===== src/bdpe_pkg.sv =====
// Package for the button debounce and press event block.
// Holds the shared types, event codes and reset constants; depends on nothing.
`default_nettype none

package bdpe_pkg;

    localparam int NUM_BUTTONS_DEF = 4;
    localparam int RAW_WIDTH       = 4;
    localparam int MASK_WIDTH      = 4;
    localparam int INDEX_WIDTH     = 2;
    localparam int TIME_WIDTH      = 32;
    localparam int CFG_WIDTH       = 16;

    localparam logic [CFG_WIDTH-1:0] DEBOUNCE_RESET   = 16'd50;
    localparam logic [CFG_WIDTH-1:0] LONG_PRESS_RESET = 16'd1000;

    typedef enum logic [1:0] {
        EV_NONE  = 2'd0,
        EV_CLICK = 2'd1,
        EV_LONG  = 2'd2,
        EV_HOLD  = 2'd3
    } event_code_t;

    typedef enum logic [0:0] {
        CFG_DEBOUNCE   = 1'b0,
        CFG_LONG_PRESS = 1'b1
    } cfg_index_t;

    typedef enum logic [0:0] {
        ACT_SCAN  = 1'b0,
        ACT_QUERY = 1'b1
    } action_t;

    typedef struct packed {
        logic                  accept;
        action_t               action;
        logic [TIME_WIDTH-1:0] now_ms;
        logic [CFG_WIDTH-1:0]  debounce_ms;
        logic [CFG_WIDTH-1:0]  long_press_ms;
    } lane_cmd_t;

    typedef struct packed {
        event_code_t event_code;
        logic        stable_next;
    } lane_status_t;

endpackage

`default_nettype wire


===== src/bdpe_lane.sv =====
// One button lane: raw level tracking, debounce and press event state.
// Depends on bdpe_pkg for the command, status and event code types.
`default_nettype none

module bdpe_lane (
    input  wire logic                 aclk,
    input  wire logic                 aresetn,
    input  wire bdpe_pkg::lane_cmd_t  cmd,
    input  wire logic                 lvl,
    input  wire logic                 sel,
    output bdpe_pkg::lane_status_t    status
);

    logic                            last_raw_reg, last_raw_next;
    logic                            stable_reg, stable_next;
    logic [bdpe_pkg::TIME_WIDTH-1:0] last_change_reg, last_change_next;
    logic [bdpe_pkg::TIME_WIDTH-1:0] press_start_reg, press_start_next;
    logic                            long_rep_reg, long_rep_next;
    logic                            pending_reg, pending_next;

    logic [bdpe_pkg::TIME_WIDTH-1:0] since_change;
    logic [bdpe_pkg::TIME_WIDTH-1:0] since_press;
    logic                            steady;
    logic                            long_due;
    bdpe_pkg::event_code_t           event_code;

    assign since_change = cmd.now_ms - last_change_reg;
    assign since_press  = cmd.now_ms - press_start_reg;
    assign steady   = since_change >
        {{(bdpe_pkg::TIME_WIDTH-bdpe_pkg::CFG_WIDTH){1'b0}}, cmd.debounce_ms};
    assign long_due = since_press >=
        {{(bdpe_pkg::TIME_WIDTH-bdpe_pkg::CFG_WIDTH){1'b0}}, cmd.long_press_ms};

    always_comb begin
        last_raw_next    = last_raw_reg;
        stable_next      = stable_reg;
        last_change_next = last_change_reg;
        press_start_next = press_start_reg;
        long_rep_next    = long_rep_reg;
        pending_next     = pending_reg;
        event_code       = bdpe_pkg::EV_NONE;
        case (cmd.action)
            bdpe_pkg::ACT_SCAN: begin
                if (lvl != last_raw_reg) begin
                    // A change restarts the debounce time, so it cannot be accepted now.
                    last_raw_next    = lvl;
                    last_change_next = cmd.now_ms;
                end else if (steady && (lvl != stable_reg)) begin
                    stable_next = lvl;
                    if (!lvl) begin
                        press_start_next = cmd.now_ms;
                        long_rep_next    = 1'b0;
                        pending_next     = 1'b1;
                    end
                end
            end
            bdpe_pkg::ACT_QUERY: begin
                if (sel) begin
                    if (!stable_reg) begin
                        if (!long_rep_reg && long_due) begin
                            long_rep_next = 1'b1;
                            event_code    = bdpe_pkg::EV_LONG;
                        end else if (long_rep_reg) begin
                            event_code = bdpe_pkg::EV_HOLD;
                        end
                    end else if (pending_reg) begin
                        pending_next  = 1'b0;
                        long_rep_next = 1'b0;
                        if (!long_rep_reg) begin
                            event_code = bdpe_pkg::EV_CLICK;
                        end
                    end
                end
            end
            default: begin
                event_code = bdpe_pkg::EV_NONE;
            end
        endcase
    end

    always_ff @(posedge aclk) begin
        if (!aresetn) begin
            last_raw_reg    <= 1'b1;
            stable_reg      <= 1'b1;
            last_change_reg <= '0;
            press_start_reg <= '0;
            long_rep_reg    <= 1'b0;
            pending_reg     <= 1'b0;
        end else if (cmd.accept) begin
            last_raw_reg    <= last_raw_next;
            stable_reg      <= stable_next;
            last_change_reg <= last_change_next;
            press_start_reg <= press_start_next;
            long_rep_reg    <= long_rep_next;
            pending_reg     <= pending_next;
        end
    end

    assign status.event_code  = event_code;
    assign status.stable_next = stable_next;

endmodule

`default_nettype wire


===== src/bdpe_merge.sv =====
// Merging stage: combines the lane results into one event code and the pressed mask.
// Depends on bdpe_pkg for the lane status and event code types.
`default_nettype none

module bdpe_merge #(
    parameter int NUM_BUTTONS = bdpe_pkg::NUM_BUTTONS_DEF
) (
    input  wire bdpe_pkg::lane_status_t [NUM_BUTTONS-1:0] status,
    output bdpe_pkg::event_code_t                         event_code,
    output logic [bdpe_pkg::MASK_WIDTH-1:0]               pressed_mask
);

    localparam int MASK_LANES =
        (NUM_BUTTONS < bdpe_pkg::MASK_WIDTH) ? NUM_BUTTONS : bdpe_pkg::MASK_WIDTH;

    logic [1:0] code_or;

    // At most one lane is selected by a query, so the others report no event.
    always_comb begin
        code_or = 2'd0;
        for (int i = 0; i < NUM_BUTTONS; i++) begin
            code_or = code_or | status[i].event_code;
        end
        pressed_mask = '0;
        for (int i = 0; i < MASK_LANES; i++) begin
            pressed_mask[i] = !status[i].stable_next;
        end
    end

    assign event_code = bdpe_pkg::event_code_t'(code_or);

endmodule

`default_nettype wire


===== src/button_debounce_press_events.sv =====
// Top level of the button debounce and press event block.
// Depends on bdpe_pkg, bdpe_lane and bdpe_merge.
`default_nettype none

// Debounces NUM_BUTTONS active-low buttons and reports press events. Each
// button lane updates its registered state in the cycle the item is accepted,
// the merging stage feeds an output register, and a new item is accepted in
// every cycle in which that register is empty or its result is taken, for a
// sustained rate of one item per cycle. Buttons numbered four or higher read
// as released and have no pressed mask bit; a query index with no lane yields
// no event. Configuration writes take effect at once and are meant for idle
// times.
module button_debounce_press_events #(
    parameter int NUM_BUTTONS = bdpe_pkg::NUM_BUTTONS_DEF
) (
    input  wire logic                               aclk,
    input  wire logic                               aresetn,
    input  wire logic                               cfg_we,
    input  wire logic                               cfg_index,
    input  wire logic [bdpe_pkg::CFG_WIDTH-1:0]     cfg_wdata,
    input  wire logic                               s_valid,
    output logic                                    s_ready,
    input  wire logic                               s_action,
    input  wire logic [bdpe_pkg::TIME_WIDTH-1:0]    s_now_ms,
    input  wire logic [bdpe_pkg::RAW_WIDTH-1:0]     s_raw_levels,
    input  wire logic [bdpe_pkg::INDEX_WIDTH-1:0]   s_button_index,
    output logic                                    m_valid,
    input  wire logic                               m_ready,
    output logic [1:0]                              m_event_code,
    output logic [bdpe_pkg::MASK_WIDTH-1:0]         m_pressed_mask
);

    logic [bdpe_pkg::CFG_WIDTH-1:0]  debounce_reg;
    logic [bdpe_pkg::CFG_WIDTH-1:0]  long_press_reg;
    logic                            m_valid_reg;
    bdpe_pkg::event_code_t           m_event_code_reg;
    logic [bdpe_pkg::MASK_WIDTH-1:0] m_pressed_mask_reg;

    logic                                        s_accept;
    bdpe_pkg::lane_cmd_t                         cmd;
    bdpe_pkg::lane_status_t [NUM_BUTTONS-1:0]    status;
    bdpe_pkg::event_code_t                       merged_code;
    logic [bdpe_pkg::MASK_WIDTH-1:0]             merged_mask;

    always_ff @(posedge aclk) begin
        if (!aresetn) begin
            debounce_reg   <= bdpe_pkg::DEBOUNCE_RESET;
            long_press_reg <= bdpe_pkg::LONG_PRESS_RESET;
        end else if (cfg_we) begin
            case (bdpe_pkg::cfg_index_t'(cfg_index))
                bdpe_pkg::CFG_DEBOUNCE:   debounce_reg   <= cfg_wdata;
                bdpe_pkg::CFG_LONG_PRESS: long_press_reg <= cfg_wdata;
                default: begin
                    debounce_reg <= debounce_reg;
                end
            endcase
        end
    end

    assign s_ready  = !m_valid_reg || m_ready;
    assign s_accept = s_valid && s_ready;

    assign cmd.accept        = s_accept;
    assign cmd.action        = bdpe_pkg::action_t'(s_action);
    assign cmd.now_ms        = s_now_ms;
    assign cmd.debounce_ms   = debounce_reg;
    assign cmd.long_press_ms = long_press_reg;

    for (genvar g = 0; g < NUM_BUTTONS; g++) begin : g_lane
        logic lane_lvl;
        logic lane_sel;
        if (g < bdpe_pkg::RAW_WIDTH) begin : g_pin
            assign lane_lvl = s_raw_levels[g];
            assign lane_sel = (s_button_index == (bdpe_pkg::INDEX_WIDTH)'(g));
        end else begin : g_nopin
            assign lane_lvl = 1'b1;
            assign lane_sel = 1'b0;
        end
        bdpe_lane u_lane (
            .aclk    (aclk),
            .aresetn (aresetn),
            .cmd     (cmd),
            .lvl     (lane_lvl),
            .sel     (lane_sel),
            .status  (status[g])
        );
    end

    bdpe_merge #(
        .NUM_BUTTONS (NUM_BUTTONS)
    ) u_merge (
        .status       (status),
        .event_code   (merged_code),
        .pressed_mask (merged_mask)
    );

    always_ff @(posedge aclk) begin
        if (!aresetn) begin
            m_valid_reg <= 1'b0;
        end else if (s_ready) begin
            m_valid_reg <= s_valid;
        end
    end

    always_ff @(posedge aclk) begin
        if (s_accept) begin
            m_event_code_reg   <= merged_code;
            m_pressed_mask_reg <= merged_mask;
        end
    end

    assign m_valid        = m_valid_reg;
    assign m_event_code   = m_event_code_reg;
    assign m_pressed_mask = m_pressed_mask_reg;

    a_result_follows: assert property (@(posedge aclk) disable iff (!aresetn)
        s_accept |=> m_valid)
        else $error("Accepted transaction produced no result.");

    a_scan_no_event: assert property (@(posedge aclk) disable iff (!aresetn)
        (s_accept && !s_action) |=> (m_event_code == bdpe_pkg::EV_NONE))
        else $error("Scan transaction returned an event.");

    a_mask_range: assert property (@(posedge aclk) disable iff (!aresetn)
        m_valid |-> ((m_pressed_mask >> NUM_BUTTONS) == '0))
        else $error("Pressed mask shows a button that has no lane.");

endmodule

`default_nettype wire


===== config.mk =====
export PLATFORM = sky130hd
export DESIGN_NAME = button_debounce_press_events
export DESIGN_NICKNAME = d
export VERILOG_FILES = /design/src/bdpe_pkg.sv /design/src/bdpe_lane.sv /design/src/bdpe_merge.sv /design/src/button_debounce_press_events.sv
export SDC_FILE = /design/constraint.sdc
export NUM_CORES = 1
export LEC_CHECK = 0
export CORE_AREA = 2 2 226 228
export DETAILED_ROUTE_END_ITERATION = 6
export DIE_AREA = 0 0 228 230
export DONT_BUFFER_PORTS = 1
export GPL_TIMING_DRIVEN = 0
export HOLD_SLACK_MARGIN = 0.03
export PLACE_DENSITY = 0.75
export SYNTH_ARGS = -nofsm -noshare
export SYNTH_HDL_FRONTEND = slang
export SYNTH_SLANG_ARGS = --single-unit

===== constraint.sdc =====
create_clock -name aclk -period 6.82 [get_ports aclk]
set_input_delay 0 -clock aclk [delete_from_list [all_inputs] [get_ports aclk]]
set_output_delay 0 -clock aclk [all_outputs]
set_load 0.01 [all_outputs]

==> results.py, run 1 <==
metrics = {
    "power": {
        "leakagePower_nw": 13.04,
        "power.share.clock_pct": 37.2,
        "power_switching_share_pct": 34.85,
        "comb_power_share_pct": 30.7,
        "seqPwrFrac_pct": 32.1,
        "p_int_mw": 3.849,
        "switchingPower_mw": 2.059,
        "peakVddDrop_mv": 0.2327,
        "powerDensity_mw_per_mm2": 182.0,
    },
    "critical_path": {
        "path_buf_inv": 3,
        "arrival_ns": 6.50,
        "path_class": "reg -> reg",
        "crit_path_max_fanout": 10,
        "critical_path.top_delay_family": "compound AO/OA/AOI/OAI gates",
        "start_kind": "flop",
        "max_stage_delay_ns": 0.78,
        "cpMaxStageDelayCell": "a2111oi_0",
        "crit_chain": "inv_1 -> ha_1 -> clkbuf_1 -> nand2_1 -> o21ai_0 -> a2111oi_0 -> a21oi_1 -> xnor2_1 -> ha_1 -> nand4_1 -> or4_1 -> o22ai_1 -> nand4_1 -> a2111oi_0 -> nand3_1 -> nand4_2 -> buf_6 -> mux2i_1 -> nor2_1",
        "worst_setup_path_end_kind": "flop",
        "required_ns": 7.29,
    },
    "floorplan": {
        "core_mm2": 0.04986,
        "initial_core_util_pct": 59.51,
        "io-pin-count": 69,
        "die_area_mm2": 0.05244,
        "die_w_um": 228,
        "die_h_um": 230,
        "num_rows": 82,
    },
    "grt": {
        "grt_overflow": 0,
        "grt_max_degree": 16,
        "grt_pass1_vias": 28160,
        "grt_pass1_wl_um": 164400,
        "global_route.usage.total_pct": 40.63,
        "antenna_found_initial": 8,
    },
    "synth": {
        "ys_warn_count": 0,
        "synthCells": 4025,
        "synth_seq_area_share_pct": 21.18,
        "ys_async_sr_fraction_pct": 0,
        "synthDominantCellAreaShare_pct": 20.58,
        "synth.distinct_cells": 93,
        "avgSynthCellArea_um2": 7.372,
        "synth_edf_count": 6,
        "syn-cell-area_mm2": 0.02967,
        "synth-seq-cells": 311,
        "yosys-top-cells-area": "dfxtp_1 21%, ha_1 16%, nand2_1 8.6%",
        "synth_fp_nets": 4474,
        "synth_flop_cell": "dfxtp_1",
        "synth_top_area_cell": "dfxtp_1",
    },
    "place": {
        "place_congestion": 0.9795,
        "hpwlAfterDp_um": 71340,
        "port-buffer-count": 0,
    },
    "drt": {
        "wl_per_cell_um": 22.56,
        "via_per_inst": 6.290,
        "vias": 30390,
        "ant_nets": 0,
        "wl_um": 109000,
        "drc": 0,
        "drtPass1Iterations": 6,
        "drt_iter0_markers": 3091,
    },
    "timing": {
        "fin_worst_skew_ns": 0.03784,
        "rsz0062_at_grt": "false",
        "min_period_ns": 6.031,
        "hold_violations": 0,
        "tightestPinTransition_ns": 1.186,
        "tns_ns": 0,
        "setup_viol": 0,
        "slew_headroom_pct": 20.93,
        "post-route-period-util_pct": 88.43,
        "drv_slew": 0,
        "clock.fmax_mhz": 165.8,
    },
    "clock_network": {
        "clock_latency_ns": 0.60,
        "clock_path_buffers": 3,
        "cts_max_level": 2,
        "clkSinkCount": 311,
        "hold_buffers": 61,
        "clockRootBuffer": "clkbuf_16",
        "cts_resized": 0,
        "cts_setup_buffers": 0,
        "cts_tree": "done",
        "clkTransAtPathRegs_ns": 0.06,
        "cts_buffers": 38,
    },
    "final_layout": {
        "regArea_mm2": 0.006286,
        "syn2layout_area_growth_pct": 9.391,
        "drive_above_1_share_pct": 3.248,
        "fin_util_pct": 65.10,
        "nNetsFinal": 4575,
        "multi_input_area_mm2": 0.02129,
        "fill_cells": 4618,
    },
    "outcome": {
        "status": "completed",
    },
    "min_path": {
        "hold_class": "in -> reg",
    },
    "job": {
        "cap_violations": 0,
    },
}
[power groups by stage]
| stage | Sequential (mW) | Combinational (mW) | Clock [mW] |
|---|---|---|---|
| 2_1_floorplan | 1.93 | 1.29 | 0 |
| 3_3_place_gp | 1.94 | 1.64 | 0 |
| 3_5_place_dp | 1.94 | 1.66 | 0 |
| 4_1_cts | 1.90 | 1.76 | 2.21 |
| 5_1_grt | 1.90 | 2.00 | 2.27 |
| 6_report | 1.90 | 1.81 | 2.20 |
[worst reg2reg max path: stages, from the launching register on]
cell	delay [ns]
dfxtp_1	0.34
inv_1	0.05
ha_1	0.27
clkbuf_1	0.32
nand2_1	0.08
o21ai_0	0.48
a2111oi_0	0.20
a21oi_1	0.49
xnor2_1	0.19
ha_1	0.33
nand4_1	0.14
or4_1	0.57
o22ai_1	0.40
nand4_1	0.14
a2111oi_0	0.78
nand3_1	0.20
nand4_2	0.40
buf_6	0.25
mux2i_1	0.22
nor2_1	0.08
[per-layer routing]
metal,wire length [um],vias to the layer above,track usage (%)
met5,13,-,0
met4,8859,2,27.72
met3,12300,426,9.933
met2,45520,1498,62.31
met1,42310,13910,50.40
li1,-,14560,-
[cell families (layout without fill, tap and decap cells)]
| kind of cell | after synthesis | count (layout) | share of synthesized area (%) |
|---|---|---|---|
| DFF | 311 | 311 | 21.18 |
| muxes | 154 | 154 | 5.271 |
| AOI/OAI and AO/OA | 1131 | 1131 | 24.23 |
| and+or+nand+nor | 1345 | 1345 | 20.93 |
| adders and majority gates | 388 | 388 | 16.56 |
| other | 0 | 4 | 0 |
| buffers and inverters | 535 | 666 | 7.071 |
| xor gates and xnor gates | 161 | 161 | 4.752 |
[layout make-up]
class                      instances  area share, %
clock inverter                    22         0.8519
antenna                            4        0.03084
buffer                           176          2.313
tap                              672          2.590
multi-input combinational       3179          65.58
clock buffer                      48          3.230
timing repair buffer              61          1.881
inverter                         359          4.152
sequential                       311          19.37
[through the flow]
| stage | worst slack (ns) | hold WS (ns) | area [um^2] | total power, mW | cells |
|---|---|---|---|---|---|
| CTS | 0.8577 | 0.1010 | 32450 | 5.873 | 4828 |
| global placement | 0.8903 | 0.1345 | 30510 | 3.579 | 4697 |
| global route | 0.4273 | 0.1780 | 32450 | 6.178 | 4828 |
| floorplan | 2.315 | 0.1295 | 29670 | 3.217 | 4025 |
| finish | 0.7893 | 0.1362 | 32460 | 5.908 | 4832 |
| detailed placement | 0.8597 | 0.1424 | 30510 | 3.599 | 4697 |
[cells in the mapped netlist, types with 10 or more instances]
library cell and n:
o31a_1 10, inv_1 358, a211oi_1 35, o21bai_1 21
nand3_1 89, a31oi_1 35, a21boi_0 18, o22ai_1 12
xor2_1 74, a2111oi_0 15, a21oi_1 449, o2111ai_1 21
or3_1 10, o21ai_1 10, nand4_1 88, a221o_1 16
a21o_1 109, nor2b_1 48, o31ai_1 25, mux2i_1 145
o21ai_0 166, clkbuf_1 155, ha_1 380, nor2_1 202
and3_1 43, dfxtp_1 305, o21a_1 40, nand2b_1 41
and4_1 13, nor4_1 30, xnor2_1 87, nand2_1 678
nor3_1 42, and2_1 19, o211ai_1 44
[placed cells by master (no fill, tap or decap), types with 48 or more instances in the layout]
| cell | n |
|---|---|
| a21oi_1 | 449 |
| ha_1 | 380 |
| xor2_1 | 74 |
| xnor2_1 | 87 |
| clkbuf_1 | 159 |
| inv_1 | 358 |
| mux2i_1 | 145 |
| nand2_1 | 678 |
| nand3_1 | 89 |
| o21ai_0 | 166 |
| nor2_1 | 202 |
| nand4_1 | 88 |
| nor2b_1 | 48 |
| dfxtp_1 | 305 |
| dlygate4sd3_1 | 61 |
| a21o_1 | 109 |
[path summary, 6_finish.rpt]
kind / startpoint / end / slack, ns / cells past startpoint
max: g_lane[0].u_lane.last_change_reg[8]$_SDFFE_PN0P_ / g_lane[0].u_lane.press_start_reg[14]$_SDFFE_PN0P_ / 0.79 / 19
min: s_now_ms[28] / g_lane[1].u_lane.long_rep_reg$_SDFFE_PN0P_ / 0.14 / 4
max reg2reg: g_lane[0].u_lane.last_change_reg[8]$_SDFFE_PN0P_ / g_lane[0].u_lane.press_start_reg[14]$_SDFFE_PN0P_ / 0.79 / 19
min reg2reg: g_lane[2].u_lane.last_change_reg[25]$_SDFFE_PN0P_ / g_lane[2].u_lane.last_change_reg[25]$_SDFFE_PN0P_ / 0.45 / 2
(Power assumes the default switching activity.)
==> inputs of run 2 (changes only) <==
- GPL_TIMING_DRIVEN: 0 -> default
==> run 2 against run 1 <==
Worst setup slack better by 0.41 ns. Highest routed layer is now met4. Power about the same. Critical endpoint is now g_lane[0].u_lane.press_start_reg[2]$_SDFFE_PN0P_. Largest cell class unchanged. Fmax up 7.2%. Clock skew down 0.014 ns. Register-to-register slack better by 0.41 ns.
==> results.py, run 2 (synthesis gave the netlist of run 1 again) <==
metrics = {
    "floorplan": {
        "num_rows": 82,
        "io-pin-count": 69,
        "die_w_um": 228,
        "die_h_um": 230,
        "initial_core_util_pct": 59.51,
        "die_area_mm2": 0.05244,
        "core_mm2": 0.04986,
    },
    "clock_network": {
        "clock_path_buffers": 3,
        "cts_buffers": 39,
        "clockRootBuffer": "clkbuf_16",
        "cts_resized": 0,
        "clkTransAtPathRegs_ns": 0.06,
        "cts_max_level": 2,
        "clock_latency_ns": 0.59,
        "cts_tree": "done",
        "clkSinkCount": 311,
    },
    "timing": {
        "tightestPinTransition_ns": 1.133,
        "slew_headroom_pct": 24.45,
        "drv_slew": 0,
        "tns_ns": 0,
        "rsz0062_at_grt": "false",
        "fin_worst_skew_ns": 0.02422,
        "hold_violations": 0,
        "post-route-period-util_pct": 82.48,
        "min_period_ns": 5.625,
        "clock.fmax_mhz": 177.8,
        "setup_viol": 0,
    },
    "drt": {
        "ant_nets": 0,
        "wl_um": 99640,
        "drc": 0,
        "wl_per_cell_um": 21.28,
        "vias": 29540,
        "drt_iter0_markers": 2127,
        "drtPass1Iterations": 5,
        "via_per_inst": 6.307,
    },
    "grt": {
        "grt_pass1_vias": 27850,
        "grt_pass1_wl_um": 153700,
        "grt_max_degree": 155,
        "antenna_found_initial": 1,
        "grt_overflow": 0,
        "global_route.usage.total_pct": 36.89,
    },
    "outcome": {
        "status": "completed",
    },
    "power": {
        "peakVddDrop_mv": 0.2087,
        "seqPwrFrac_pct": 32.2,
        "power_switching_share_pct": 34.17,
        "power.share.clock_pct": 37.6,
        "leakagePower_nw": 12.89,
        "comb_power_share_pct": 30.2,
        "finalPower_mw": 5.903,
        "p_int_mw": 3.886,
        "powerDensity_mw_per_mm2": 184.4,
        "switchingPower_mw": 2.017,
    },
    "final_layout": {
        "fin_cells": 4683,
        "multi_input_area_mm2": 0.02130,
        "final_common_cell": "nand2_1",
        "final_cell_mix": "678 x nand2_1, 449 x a21oi_1, 380 x ha_1, 358 x inv_1, 305 x dfxtp_1",
        "final_cell_area_mm2": 0.03201,
        "fill_cells": 4611,
        "regArea_mm2": 0.006286,
        "syn2layout_area_growth_pct": 7.885,
        "nNetsFinal": 4429,
        "drive_above_1_share_pct": 3.242,
    },
    "critical_path": {
        "required_ns": 7.26,
        "crit_path_max_fanout": 20,
        "reg2reg_slack_ns": 1.19,
        "reg2reg_to": "g_lane[0].u_lane.press_start_reg[2]$_SDFFE_PN0P_",
        "r2r_start": "g_lane[0].u_lane.last_change_reg[0]$_SDFFE_PN0P_",
        "crit_start": "g_lane[0].u_lane.last_change_reg[0]$_SDFFE_PN0P_",
        "max_stage_delay_ns": 0.56,
        "cp-endpoint": "g_lane[0].u_lane.press_start_reg[2]$_SDFFE_PN0P_",
        "cpMaxStageDelayCell": "or4_1",
        "worst_setup_path_end_kind": "flop",
        "crit_top_cell": "nand2_1",
        "arrival_ns": 6.06,
        "r2r_cells": 21,
        "start_kind": "flop",
        "crit_chain": "ha_1 -> inv_1 -> fa_1 -> a21o_1 -> a221o_1 -> nand2_1 -> nand2_1 -> o21ai_0 -> nand2_1 -> xor2_1 -> ha_1 -> nand4_1 -> or4_1 -> o22ai_1 -> nand4_1 -> a2111oi_0 -> nand3_1 -> nand4_2 -> buf_4 -> mux2i_1 -> nor2_1",
        "path_class": "reg -> reg",
    },
    "place": {
        "hpwlAfterDp_um": 65900,
        "port-buffer-count": 0,
        "placed_area_mm2": 0.02988,
        "place_congestion": 1.016,
        "placed_cells": 4535,
    },
    "job": {
        "cap_violations": 0,
    },
    "min_path": {
        "hold_depth": 4,
        "hold_class": "in -> reg",
    },
}
==> run 2: cell count changes in the layout (fill, tap and decap cells not counted), moves of 2 or more <==
cell	before	now
buf_1	2	0
clkinv_4	1	3
buf_2	5	0
buf_6	9	0
diode_2	4	1
buf_4	4	14
clkbuf_1	159	7
dlygate4sd3_1	61	75
clkinv_2	7	1
==> run 2: final cells by class <==
class / count / share of cell area (%)
Antenna cell: 1 / 0.007817
Clock buffer: 52 / 3.389
Clock inverter: 19 / 0.8325
Inverter: 359 / 4.225
Multi-Input combinational cell: 3179 / 66.52
Sequential cell: 311 / 19.64
Tap cell: 672 / 2.627
Timing Repair Buffer: 90 / 2.759
==> run 2: repair_timing <==
item | 4_1_cts | 5_1_grt
hold buffers | 76 | 0
setup buffers | 0 | 0
endpoints found under the hold margin | 311 | 0
==> run 2: through the flow <==
step           setup WS (ns)  utilization (%)  hold slack [ns]
2_1_floorplan          2.315                -           0.1295
3_3_place_gp           1.339            59.92           0.1214
3_5_place_dp           1.217            59.92           0.1294
4_1_cts                1.266            64.20          0.06970
5_1_grt               0.8284            64.20           0.1319
6_report               1.195            64.20           0.1047
==> run 2: how the worst min path moves through the flow <==
stage,from,endpoint,slack (ns)
floorplan,s_valid,m_valid$_SDFFE_PN0N_,0.13
global placement,aresetn,long_press_reg[3]$_SDFFE_PN1P_,0.12
detailed placement,aresetn,long_press_reg[7]$_SDFFE_PN1P_,0.13
CTS,cfg_wdata[4],debounce_reg[4]$_SDFFE_PN1P_,0.07
global route,s_raw_levels[0],g_lane[0].u_lane.press_start_reg[23]$_SDFFE_PN0P_,0.13
finish,s_raw_levels[0],g_lane[0].u_lane.press_start_reg[23]$_SDFFE_PN0P_,0.10
==> run 2: power groups by stage <==
stage	Sequential [mW]	Clock, mW	Combinational (mW)
4_1_cts	1.90	2.24	1.74
2_1_floorplan	1.93	0	1.29
3_3_place_gp	1.94	0	1.61
3_5_place_dp	1.94	0	1.62
5_1_grt	1.91	2.31	1.96
6_report	1.90	2.22	1.78
==> run 2: worst max-delay path, delay by kind of cell, from the launching register on <==
family	cells	cell delay, ns
AO/OA/AOI/OAI	5	1.68
XOR/XNOR	1	0.16
multiplexers	1	0.24
flip-flops	1	0.32
adder cells (fa/ha/maj)	3	0.83
buffers and inverters	2	0.46
AND/OR/NAND/NOR	9	1.76
==> run 2: per-layer routing <==
metal	vias up	routed length [um]	GRT usage, %	share of wire [%]
li1	14240	-	-	-
met5	-	0	0	0
met4	0	5392	18.26	5.4
met3	301	8873	5.791	8.9
met2	1197	45070	61.64	45
met1	13800	40310	46.28	40
